**config.mk**
```make
export PLATFORM = sky130hd
export DESIGN_NAME = selectable_prng_with_range
export DESIGN_NICKNAME = d
export VERILOG_FILES = /design/src/hw/rtl/spr_pkg.sv /design/src/hw/rtl/spr_mul.sv /design/src/hw/rtl/spr_mod.sv /design/src/hw/rtl/selectable_prng_with_range.sv
export SDC_FILE = /design/constraint.sdc
export NUM_CORES = 2
export LEC_CHECK = 0
export BUFFER_PORTS_ARGS = -buffer_cell sky130_fd_sc_hd__buf_2
export CAP_MARGIN = 0
export CORE_MARGIN = 1.5
export CORE_UTILIZATION = 60
export CTS_BUF_LIST = sky130_fd_sc_hd__clkbuf_8
export DETAILED_ROUTE_END_ITERATION = 7
export GPL_TIMING_DRIVEN = 1
export PLACE_DENSITY = 0.86
export SLEW_MARGIN = 20
export SYNTH_ARGS = -nofsm -noshare
export SYNTH_HDL_FRONTEND = slang
export SYNTH_SLANG_ARGS = --single-unit
```
**constraint.sdc**
```tcl
create_clock -name i_clk -period 10 [get_ports i_clk]
set_input_delay 0.5 -clock i_clk [delete_from_list [all_inputs] [get_ports i_clk]]
set_output_delay 0.5 -clock i_clk [all_outputs]
set_load 0.005 [all_outputs]
```
**src/hw/rtl/spr_pkg.sv**
```systemverilog
package spr_pkg;

    // Operation codes of an input word
    localparam logic [1:0] OP_RAW     = 2'd0;
    localparam logic [1:0] OP_BOUNDED = 2'd1;
    localparam logic [1:0] OP_RESEED  = 2'd2;

    // Engine codes
    localparam logic [1:0] ALG_XS  = 2'd0;
    localparam logic [1:0] ALG_PCG = 2'd1;
    localparam logic [1:0] ALG_LCG = 2'd2;

    // Configuration register indexes
    localparam int         CFG_IDX_W = 1;
    localparam logic [CFG_IDX_W-1:0] CFG_ALG  = 1'b0;
    localparam logic [CFG_IDX_W-1:0] CFG_SEED = 1'b1;

    localparam logic [63:0] PRNG_MUL    = 64'd6364136223846793005;
    localparam logic [63:0] LCG_ADD     = 64'd1442695040888963407;
    localparam logic [63:0] XS_SEED_MIX = 64'h6C3F2A1B9E7D5C4A;
    localparam logic [31:0] PRNG_MUL_LO = PRNG_MUL[31:0];
    localparam logic [31:0] PRNG_MUL_HI = PRNG_MUL[63:32];

    localparam int XS_WARMUP = 20;
    localparam int WARM_W    = $clog2(XS_WARMUP);

    // Status of a multi-cycle arithmetic unit
    typedef struct packed {
        logic busy;
        logic done;
    } t_unit_sts;

    typedef struct packed {
        logic [63:0] a;
        logic [63:0] b;
        logic [31:0] raw;
    } t_xs;

    // One xorshift128+ step
    function automatic t_xs xs_step(input logic [63:0] a, input logic [63:0] b);
        logic [63:0] t;
        logic [63:0] nb;
        t_xs         r;
        t     = a ^ (a << 23);
        nb    = t ^ b ^ (t >> 17) ^ (b >> 26);
        r.a   = b;
        r.b   = nb;
        r.raw = nb[31:0] + b[31:0];
        return r;
    endfunction

endpackage

```
**src/hw/rtl/spr_mul.sv**
```systemverilog
module spr_mul (
    input  logic               i_clk,
    input  logic               i_rst_n,
    input  logic               i_start,
    input  logic [63:0]        i_a,
    input  logic [63:0]        i_c,
    output spr_pkg::t_unit_sts o_sts,
    output logic [63:0]        o_prod
);
    import spr_pkg::*;

    // a * PRNG_MUL + c, low 64 bits, from three 32x32 partial products
    logic [63:0] r_a;
    logic [63:0] r_acc;
    logic [63:0] r_prod;
    logic [1:0]  r_step;
    logic        r_busy;
    logic        r_done;

    logic [31:0] mul_x;
    logic [31:0] mul_y;
    logic [63:0] mul_p;

    always_comb begin
        mul_x = (r_step == 2'd1) ? r_a[63:32] : r_a[31:0];
        mul_y = (r_step == 2'd2) ? PRNG_MUL_HI : PRNG_MUL_LO;
        mul_p = 64'(mul_x) * 64'(mul_y);
    end

    always_ff @(posedge i_clk) begin
        if (!i_rst_n) begin
            r_busy <= 1'b0;
            r_done <= 1'b0;
            r_step <= 2'd0;
        end else begin
            r_done <= !i_start && r_busy && (r_step == 2'd3);
            if (i_start) begin
                r_a    <= i_a;
                r_acc  <= i_c;
                r_step <= 2'd0;
                r_busy <= 1'b1;
            end else if (r_busy) begin
                // cross products only reach the upper word
                if (r_step == 2'd0) begin
                    r_prod <= mul_p;
                end else begin
                    r_prod <= {mul_p[31:0], 32'd0};
                end
                if (r_step != 2'd0) begin
                    r_acc <= r_acc + r_prod;
                end
                if (r_step == 2'd3) begin
                    r_busy <= 1'b0;
                end
                r_step <= r_step + 2'd1;
            end
        end
    end

    assign o_sts.busy = r_busy;
    assign o_sts.done = r_done;
    assign o_prod     = r_acc;

endmodule

```
**src/hw/rtl/spr_mod.sv**
```systemverilog
module spr_mod (
    input  logic               i_clk,
    input  logic               i_rst_n,
    input  logic               i_start,
    input  logic [31:0]        i_dividend,
    input  logic [30:0]        i_divisor,
    output spr_pkg::t_unit_sts o_sts,
    output logic [30:0]        o_rem
);
    import spr_pkg::*;

    // Restoring remainder, one dividend bit per cycle
    logic [31:0] r_num;
    logic [30:0] r_div;
    logic [30:0] r_rem;
    logic [4:0]  r_cnt;
    logic        r_busy;
    logic        r_done;

    logic [31:0] trial;
    logic [31:0] diff;
    logic [30:0] rem_nx;

    always_comb begin
        trial = {r_rem, r_num[31]};
        diff  = trial - {1'b0, r_div};
        if (trial >= {1'b0, r_div}) begin
            rem_nx = diff[30:0];
        end else begin
            rem_nx = trial[30:0];
        end
    end

    always_ff @(posedge i_clk) begin
        if (!i_rst_n) begin
            r_busy <= 1'b0;
            r_done <= 1'b0;
            r_cnt  <= 5'd0;
        end else begin
            r_done <= !i_start && r_busy && (r_cnt == 5'd31);
            if (i_start) begin
                r_num  <= i_dividend;
                r_div  <= i_divisor;
                r_rem  <= 31'd0;
                r_cnt  <= 5'd0;
                r_busy <= 1'b1;
            end else if (r_busy) begin
                r_rem <= rem_nx;
                r_num <= {r_num[30:0], 1'b0};
                r_cnt <= r_cnt + 5'd1;
                if (r_cnt == 5'd31) begin
                    r_busy <= 1'b0;
                end
            end
        end
    end

    assign o_sts.busy = r_busy;
    assign o_sts.done = r_done;
    assign o_rem      = r_rem;

endmodule

```
**src/hw/rtl/selectable_prng_with_range.sv**
```systemverilog
// Random generator with three engines: xorshift128+, PCG32 and a 64-bit LCG.
// Configuration: write i_cfg_data to register i_cfg_index when i_cfg_we is
// high; index 0 selects the engine, index 1 holds the reseed seed. Write only
// while no request is in flight.
// Request channel (i_valid/o_ready): operation 0 asks for a raw value,
// 1 for a value below i_bound (zero when i_bound is 0), 2 reseeds the selected engine.
// Result channel (o_valid/i_ready): one word of o_value per request.
// One request at a time; o_ready is high only while the sequencer is idle,
// so the next request is taken at the earliest in the cycle after a word loads.
// A raw xorshift value or an immediate zero goes straight to the finish
// state; a PCG or LCG step waits for the shared 32x32 multiplier, which
// runs three partial products, and an xorshift reseed runs 20 warm-up steps.
// A bounded request also passes through the bit-serial remainder unit.
// The result sits in an output register; while the receiver stalls the
// finished word waits there and a new request is still taken, but its
// result cannot leave the sequencer until the register frees up.
// Reset: seed 1, engine 0, engine state zero with PCG increment 1.
module selectable_prng_with_range (
    input  logic                             i_clk,
    input  logic                             i_rst_n,
    input  logic                             i_valid,
    output logic                             o_ready,
    input  logic [1:0]                       i_operation,
    input  logic [30:0]                      i_bound,
    output logic                             o_valid,
    input  logic                             i_ready,
    output logic [31:0]                      o_value,
    input  logic                             i_cfg_we,
    input  logic [spr_pkg::CFG_IDX_W-1:0]    i_cfg_index,
    input  logic [63:0]                      i_cfg_data
);
    import spr_pkg::*;

    typedef enum logic [4:0] {
        S_IDLE = 5'b00001,
        S_WARM = 5'b00010,
        S_MUL  = 5'b00100,
        S_DIV  = 5'b01000,
        S_FIN  = 5'b10000
    } t_state;

    localparam logic [WARM_W-1:0] WARM_LAST = WARM_W'(XS_WARMUP - 1);

    t_state            r_state;
    logic [1:0]        r_alg;
    logic [63:0]       r_seed;
    logic [63:0]       r_xs_a;
    logic [63:0]       r_xs_b;
    logic [63:0]       r_pcg_word;
    logic [63:0]       r_pcg_inc;
    logic [63:0]       r_lcg_word;
    logic [1:0]        r_op;
    logic [30:0]       r_bound;
    logic [31:0]       r_raw;
    logic [31:0]       r_res;
    logic [WARM_W-1:0] r_warm;
    logic              r_out_valid;
    logic [31:0]       r_value;

    logic        accept;
    logic        load_out;
    logic [1:0]  op_cur;
    logic        is_gen;
    logic        is_seed;
    t_xs         xs_nx;
    logic [31:0] pcg_x;
    logic [63:0] pcg_rot;
    logic [31:0] pcg_out;
    logic [63:0] seed_inc;
    logic [31:0] raw_val;
    logic        mul_start;
    logic [63:0] mul_a;
    logic [63:0] mul_c;
    logic        mod_start;
    logic [30:0] mod_div;
    t_unit_sts   mul_sts;
    t_unit_sts   mod_sts;
    logic [63:0] mul_prod;
    logic [30:0] mod_rem;

    assign o_ready  = (r_state == S_IDLE);
    assign accept   = i_valid && o_ready;
    assign load_out = (r_state == S_FIN) && (!r_out_valid || i_ready);
    assign op_cur   = (r_state == S_IDLE) ? i_operation : r_op;
    assign is_gen   = (i_operation == OP_RAW) ||
                      ((i_operation == OP_BOUNDED) && (i_bound != 31'd0));
    assign is_seed  = (i_operation == OP_RESEED);

    assign xs_nx    = xs_step(r_xs_a, r_xs_b);
    assign seed_inc = {r_seed[62:0], 1'b1};

    // PCG XSH-RR output taken from the state before the step
    always_comb begin
        pcg_x   = 32'(((r_pcg_word >> 18) ^ r_pcg_word) >> 27);
        pcg_rot = {pcg_x, pcg_x} >> r_pcg_word[63:59];
        pcg_out = pcg_rot[31:0];
    end

    always_comb begin
        mul_start = 1'b0;
        mul_a     = r_lcg_word;
        mul_c     = LCG_ADD;
        if (accept) begin
            unique case (r_alg)
                ALG_PCG: begin
                    mul_start = is_gen || is_seed;
                    if (is_seed) begin
                        mul_a = seed_inc + r_seed;
                        mul_c = seed_inc;
                    end else begin
                        mul_a = r_pcg_word;
                        mul_c = r_pcg_inc;
                    end
                end
                ALG_LCG: begin
                    mul_start = is_gen;
                end
                default: begin
                    mul_start = 1'b0;
                end
            endcase
        end
    end

    // Raw value becomes known either at acceptance (xorshift, PCG) or when the
    // multiplier finishes (LCG)
    always_comb begin
        if (r_state == S_IDLE) begin
            raw_val   = xs_nx.raw;
            mod_start = accept && is_gen && (r_alg == ALG_XS) &&
                        (i_operation == OP_BOUNDED);
        end else begin
            raw_val   = (r_alg == ALG_PCG) ? r_raw : mul_prod[63:32];
            mod_start = (r_state == S_MUL) && mul_sts.done && (op_cur == OP_BOUNDED);
        end
        mod_div = (r_state == S_IDLE) ? i_bound : r_bound;
    end

    spr_mul u_mul (
        .i_clk   (i_clk),
        .i_rst_n (i_rst_n),
        .i_start (mul_start),
        .i_a     (mul_a),
        .i_c     (mul_c),
        .o_sts   (mul_sts),
        .o_prod  (mul_prod)
    );

    spr_mod u_mod (
        .i_clk      (i_clk),
        .i_rst_n    (i_rst_n),
        .i_start    (mod_start),
        .i_dividend (raw_val),
        .i_divisor  (mod_div),
        .o_sts      (mod_sts),
        .o_rem      (mod_rem)
    );

    always_ff @(posedge i_clk) begin
        if (!i_rst_n) begin
            r_state     <= S_IDLE;
            r_out_valid <= 1'b0;
            r_alg       <= ALG_XS;
            r_seed      <= 64'd1;
            r_xs_a      <= 64'd0;
            r_xs_b      <= 64'd0;
            r_pcg_word  <= 64'd0;
            r_pcg_inc   <= 64'd1;
            r_lcg_word  <= 64'd0;
            r_warm      <= '0;
        end else begin
            if (i_cfg_we) begin
                unique case (i_cfg_index)
                    CFG_ALG:  r_alg  <= i_cfg_data[1:0];
                    CFG_SEED: r_seed <= i_cfg_data;
                    default:  r_seed <= r_seed;
                endcase
            end
            if (load_out) begin
                r_out_valid <= 1'b1;
            end else if (i_ready) begin
                r_out_valid <= 1'b0;
            end
            unique case (r_state)
                S_IDLE: begin
                    if (accept) begin
                        r_op    <= i_operation;
                        r_bound <= i_bound;
                        unique case (r_alg)
                            ALG_XS: begin
                                if (is_gen) begin
                                    r_xs_a <= xs_nx.a;
                                    r_xs_b <= xs_nx.b;
                                    r_res  <= xs_nx.raw;
                                    if (i_operation == OP_BOUNDED) begin
                                        r_state <= S_DIV;
                                    end else begin
                                        r_state <= S_FIN;
                                    end
                                end else if (is_seed) begin
                                    r_xs_a  <= r_seed;
                                    r_xs_b  <= r_seed ^ XS_SEED_MIX;
                                    r_warm  <= '0;
                                    r_res   <= 32'd0;
                                    r_state <= S_WARM;
                                end else begin
                                    r_res   <= 32'd0;
                                    r_state <= S_FIN;
                                end
                            end
                            ALG_PCG: begin
                                r_res <= 32'd0;
                                if (is_gen) begin
                                    r_raw   <= pcg_out;
                                    r_state <= S_MUL;
                                end else if (is_seed) begin
                                    r_pcg_inc <= seed_inc;
                                    r_state   <= S_MUL;
                                end else begin
                                    r_state <= S_FIN;
                                end
                            end
                            ALG_LCG: begin
                                r_res <= 32'd0;
                                if (is_gen) begin
                                    r_state <= S_MUL;
                                end else begin
                                    if (is_seed) begin
                                        r_lcg_word <= r_seed;
                                    end
                                    r_state <= S_FIN;
                                end
                            end
                            default: begin
                                r_res   <= 32'd0;
                                r_state <= S_FIN;
                            end
                        endcase
                    end
                end
                S_WARM: begin
                    r_xs_a <= xs_nx.a;
                    r_xs_b <= xs_nx.b;
                    r_warm <= r_warm + WARM_W'(1);
                    if (r_warm == WARM_LAST) begin
                        r_state <= S_FIN;
                    end
                end
                S_MUL: begin
                    if (mul_sts.done) begin
                        if (r_alg == ALG_PCG) begin
                            r_pcg_word <= mul_prod;
                        end else begin
                            r_lcg_word <= mul_prod;
                        end
                        if (r_op == OP_BOUNDED) begin
                            r_state <= S_DIV;
                        end else begin
                            if (r_op == OP_RAW) begin
                                r_res <= raw_val;
                            end
                            r_state <= S_FIN;
                        end
                    end
                end
                S_DIV: begin
                    if (mod_sts.done) begin
                        r_res   <= {1'b0, mod_rem};
                        r_state <= S_FIN;
                    end
                end
                S_FIN: begin
                    // hold the word until the output register frees up
                    if (load_out) begin
                        r_value <= r_res;
                        r_state <= S_IDLE;
                    end
                end
                default: begin
                    r_state <= S_IDLE;
                end
            endcase
        end
    end

    assign o_valid = r_out_valid;
    assign o_value = r_value;

`ifndef SYNTHESIS
    a_mul_done_in_mul: assert property (@(posedge i_clk) disable iff (!i_rst_n)
        mul_sts.done |-> (r_state == S_MUL))
        else $error("multiplier finished outside its wait state");

    a_mod_done_in_div: assert property (@(posedge i_clk) disable iff (!i_rst_n)
        mod_sts.done |-> (r_state == S_DIV))
        else $error("remainder unit finished outside its wait state");

    a_units_exclusive: assert property (@(posedge i_clk) disable iff (!i_rst_n)
        !(mul_sts.busy && mod_sts.busy))
        else $error("multiplier and remainder unit busy together");

    a_pcg_inc_odd: assert property (@(posedge i_clk) disable iff (!i_rst_n)
        r_pcg_inc[0])
        else $error("PCG increment became even");

    a_reseed_zero: assert property (@(posedge i_clk) disable iff (!i_rst_n)
        ((r_state == S_FIN) && (r_op == OP_RESEED)) |-> (r_res == 32'd0))
        else $error("reseed produced a nonzero word");
`endif

endmodule
```
==> results.ini <==
[run_status]
status=complete, but fails checks
violations=DRC

[timing]
maxSlewHeadroom_pct=24.1
fmax_mhz=106
setup_tns_ns=0
report.final.slew_viol_count=0
rsz0062_at_grt=no
fin_crit_sh_pct=94.6
final_hold_viol_count=0
fin_worst_skew_ns=0.0510
setup_violations=0
period_needed_ns=9.46
worst-slew-pin-transition_ns=1.13

[final_layout]
fin_cells=9791
drive_above_1_share_pct=6.89
final_core_util_pct=65.0
final_cell_mix=1,333 x nand2_1, 928 x inv_1, 616 x ha_1
syn_to_final_growth_pct=7.59
layout_commonest_cell=nand2_1
num-nets-final=9335

[floorplanning]
start_util_pct=60.4
rows=127
io_pins=137
die_y_um=350
die_x_um=350
design.core.area_sq_um=120000
design.die.area_sq_um=123000

[cts]
clk_pin_slew_worst_paths_ns=0.07
clock_sinks=823
cts_setup_buffers=0
cts-htree-levels=4
cts_buffer_depth=3
clk_latency_ns=0.88
cts-resized-gates=0
cts_tree=yes
cts_made_buffers=131
cts-hold-fix-buffers=97
root_buffer=clkbuf_8

[logic_synthesis]
syn_avg_cell_area_sq_um=9.01
yosysWarningCount=0
synthCells=8022
ys_ff_latch=823
yosysTopAreaCellShare_pct=17.2
ys_types=100
synthFlopType=edfxtp_1
yosysSeqAreaShare_pct=28.5
synth_area_leader_cell=edfxtp_1
synth_area_leaders=edfxtp_1 17%, fa_1 15%, dfxtp_1 11%
synth_async_sr_flop_share_pct=0
synth-edff-count=415
netlist_area_sq_um=72300

[place]
io_buffers=136
dp_hpwl_um=189000
place_inst=9454
gp_congestion=1.05

[setup_path]
cpPeakStageDelay_ns=0.65
required_ns=10.61
worstPathMaxFanout=22
crit_path_end=u_mul.r_prod[59]
rr_endpoint=u_mul.r_prod[59]
path_class=flop to flop
crit_path_start_kind=flop
reg2reg_depth=28
arrival_ns=10.07
crit_path_start=u_mul.r_step[0]
slowest_stage=fa_1
reg2reg_from=u_mul.r_step[0]
crit_path_frequent_cell=fa_1
endpoint_kind=flop
r2r_slack_ns=0.54

[route]
ant_nets=0
drtIter0Drc=8649
vias_per_cell=6.30
firstDrtPassIters=8
drt_wl_total_um=245000
vias=61715
wire_per_inst_um=25.0
drcViolationCount=3

[global_routing]
grt_max_degree=217
grt_pass1_wl_um=365000
grtUsageTotal_pct=39.8
grt.overflow.total=0
grt_pass1_vias=59326
antenna_found_initial=14

[worst_hold_path]
hp-class=input port to flop

[power_and_ir_drop]
irDropWorstVdd_mv=0.390
leakage_uw=0.0356
powerDensity_nw_per_um2=250

[job]
max_cap_viol_count=0

==> cells in the mapped netlist, types with 58 or more instances <==
| library cell | count |
|---|---|
| nor2_1 | 382 |
| mux2i_1 | 118 |
| a21oi_1 | 448 |
| nand4_1 | 61 |
| a21boi_0 | 217 |
| nor3_1 | 62 |
| ha_1 | 621 |
| o21ai_0 | 317 |
| nand3_1 | 207 |
| fa_1 | 539 |
| nor2b_1 | 68 |
| inv_1 | 879 |
| and2_1 | 58 |
| nand2_1 | 1335 |
| a21o_1 | 190 |
| xor2_1 | 147 |
| dfxtp_1 | 408 |
| o211a_1 | 158 |
| xnor2_1 | 302 |
| clkbuf_1 | 371 |
| edfxtp_1 | 415 |
==> routing by layer <==
layer,GRT usage [%],part of all wire [%],up-vias
met5,0,0.043,-
met4,20.2,5.7,14
met3,13.4,14,703
met2,55.6,41,3865
met1,54.8,39,29798
li1,-,-,27335
==> critical path, delay by kind of cell, from the launching register on <==
family	cells	cell delay [ns]
XOR/XNOR	2	0.36
flip-flops	1	0.42
AND/OR/NAND/NOR	3	1.12
multiplexers	2	0.71
buffers and inverters	6	0.89
adder cells (fa/ha/maj)	9	4.37
AO/OA/AOI/OAI	6	1.32
==> flip-flops by register name (all words and copies together) (netlist names), 31 cells and up <==
register and cells:
r_lcg_word 64, r_pcg_inc 64, r_pcg_word 64, r_seed 64, r_xs_a 64, r_xs_b 64, u_mul.o_prod 64, u_mul.r_a 64
u_mul.r_prod 64, o_value 32, r_raw 32, r_res 32, u_mod.r_num 32, r_bound 31, u_mod.o_rem 31, u_mod.r_div 31
==> where the power goes <==
part / leakage [uW] / switching (uW) / total, uW / internal (uW)
clock network: 0.00145 / 1470 / 2860 / 1390
logic: 0.0270 / 7760 / 11900 / 4160
registers: 0.00712 / 373 / 4680 / 4310
==> cell families (layout without fill, tap and decap cells) <==
kind of cell | count (synthesis) | after routing | synth area share (%)
buffers and inverters | 1310 | 1453 | 6.90
adders and majority gates | 1160 | 1160 | 25.7
DFF | 823 | 823 | 28.5
xor gates and xnor gates | 449 | 449 | 5.44
and+or+nand+nor | 2349 | 2349 | 14.1
AOI/OAI and AO/OA | 1739 | 1739 | 16.3
muxes | 190 | 190 | 3.02
other | 2 | 16 | 0.0104
==> stage by stage <==
| step | worst slack [ns] | hold WS [ns] | power [uW] | area, sq um |
|---|---|---|---|---|
| after global routing | 0.185 | 0.173 | 20300 | 77800 |
| after global placement | 0.890 | 0.406 | 15800 | 74300 |
| after detailed placement | 0.797 | 0.405 | 16000 | 74300 |
| after floorplan | 0.504 | 0.400 | 12100 | 72300 |
| after CTS | 0.756 | 0.0850 | 18900 | 77700 |
| final | 0.538 | 0.134 | 19500 | 77800 |
==> worst min path at each step <==
stage	startpoint	to	slack (ns)	depth (start not counted)
floorplan	r_res[0]	o_value[0]	0.40	0
global placement	r_res[10]	o_value[10]	0.41	0
detailed placement	r_res[10]	o_value[10]	0.40	0
CTS	i_ready	o_valid	0.09	3
global route	i_ready	o_valid	0.17	3
finish	i_rst_n	r_lcg_word[15]	0.13	2
==> final cells by class <==
class | instances | area [sq um]
Timing Repair Buffer | 328 | 2400
Tap cell | 1612 | 2020
Sequential cell | 823 | 20600
Clock buffer | 143 | 1970
Fill cell | 9588 | 41900
Inverter | 888 | 3330
Multi-Input combinational cell | 5900 | 46900
Clock inverter | 94 | 520
Antenna cell | 3 | 7.51
(Power assumes the default switching activity.)
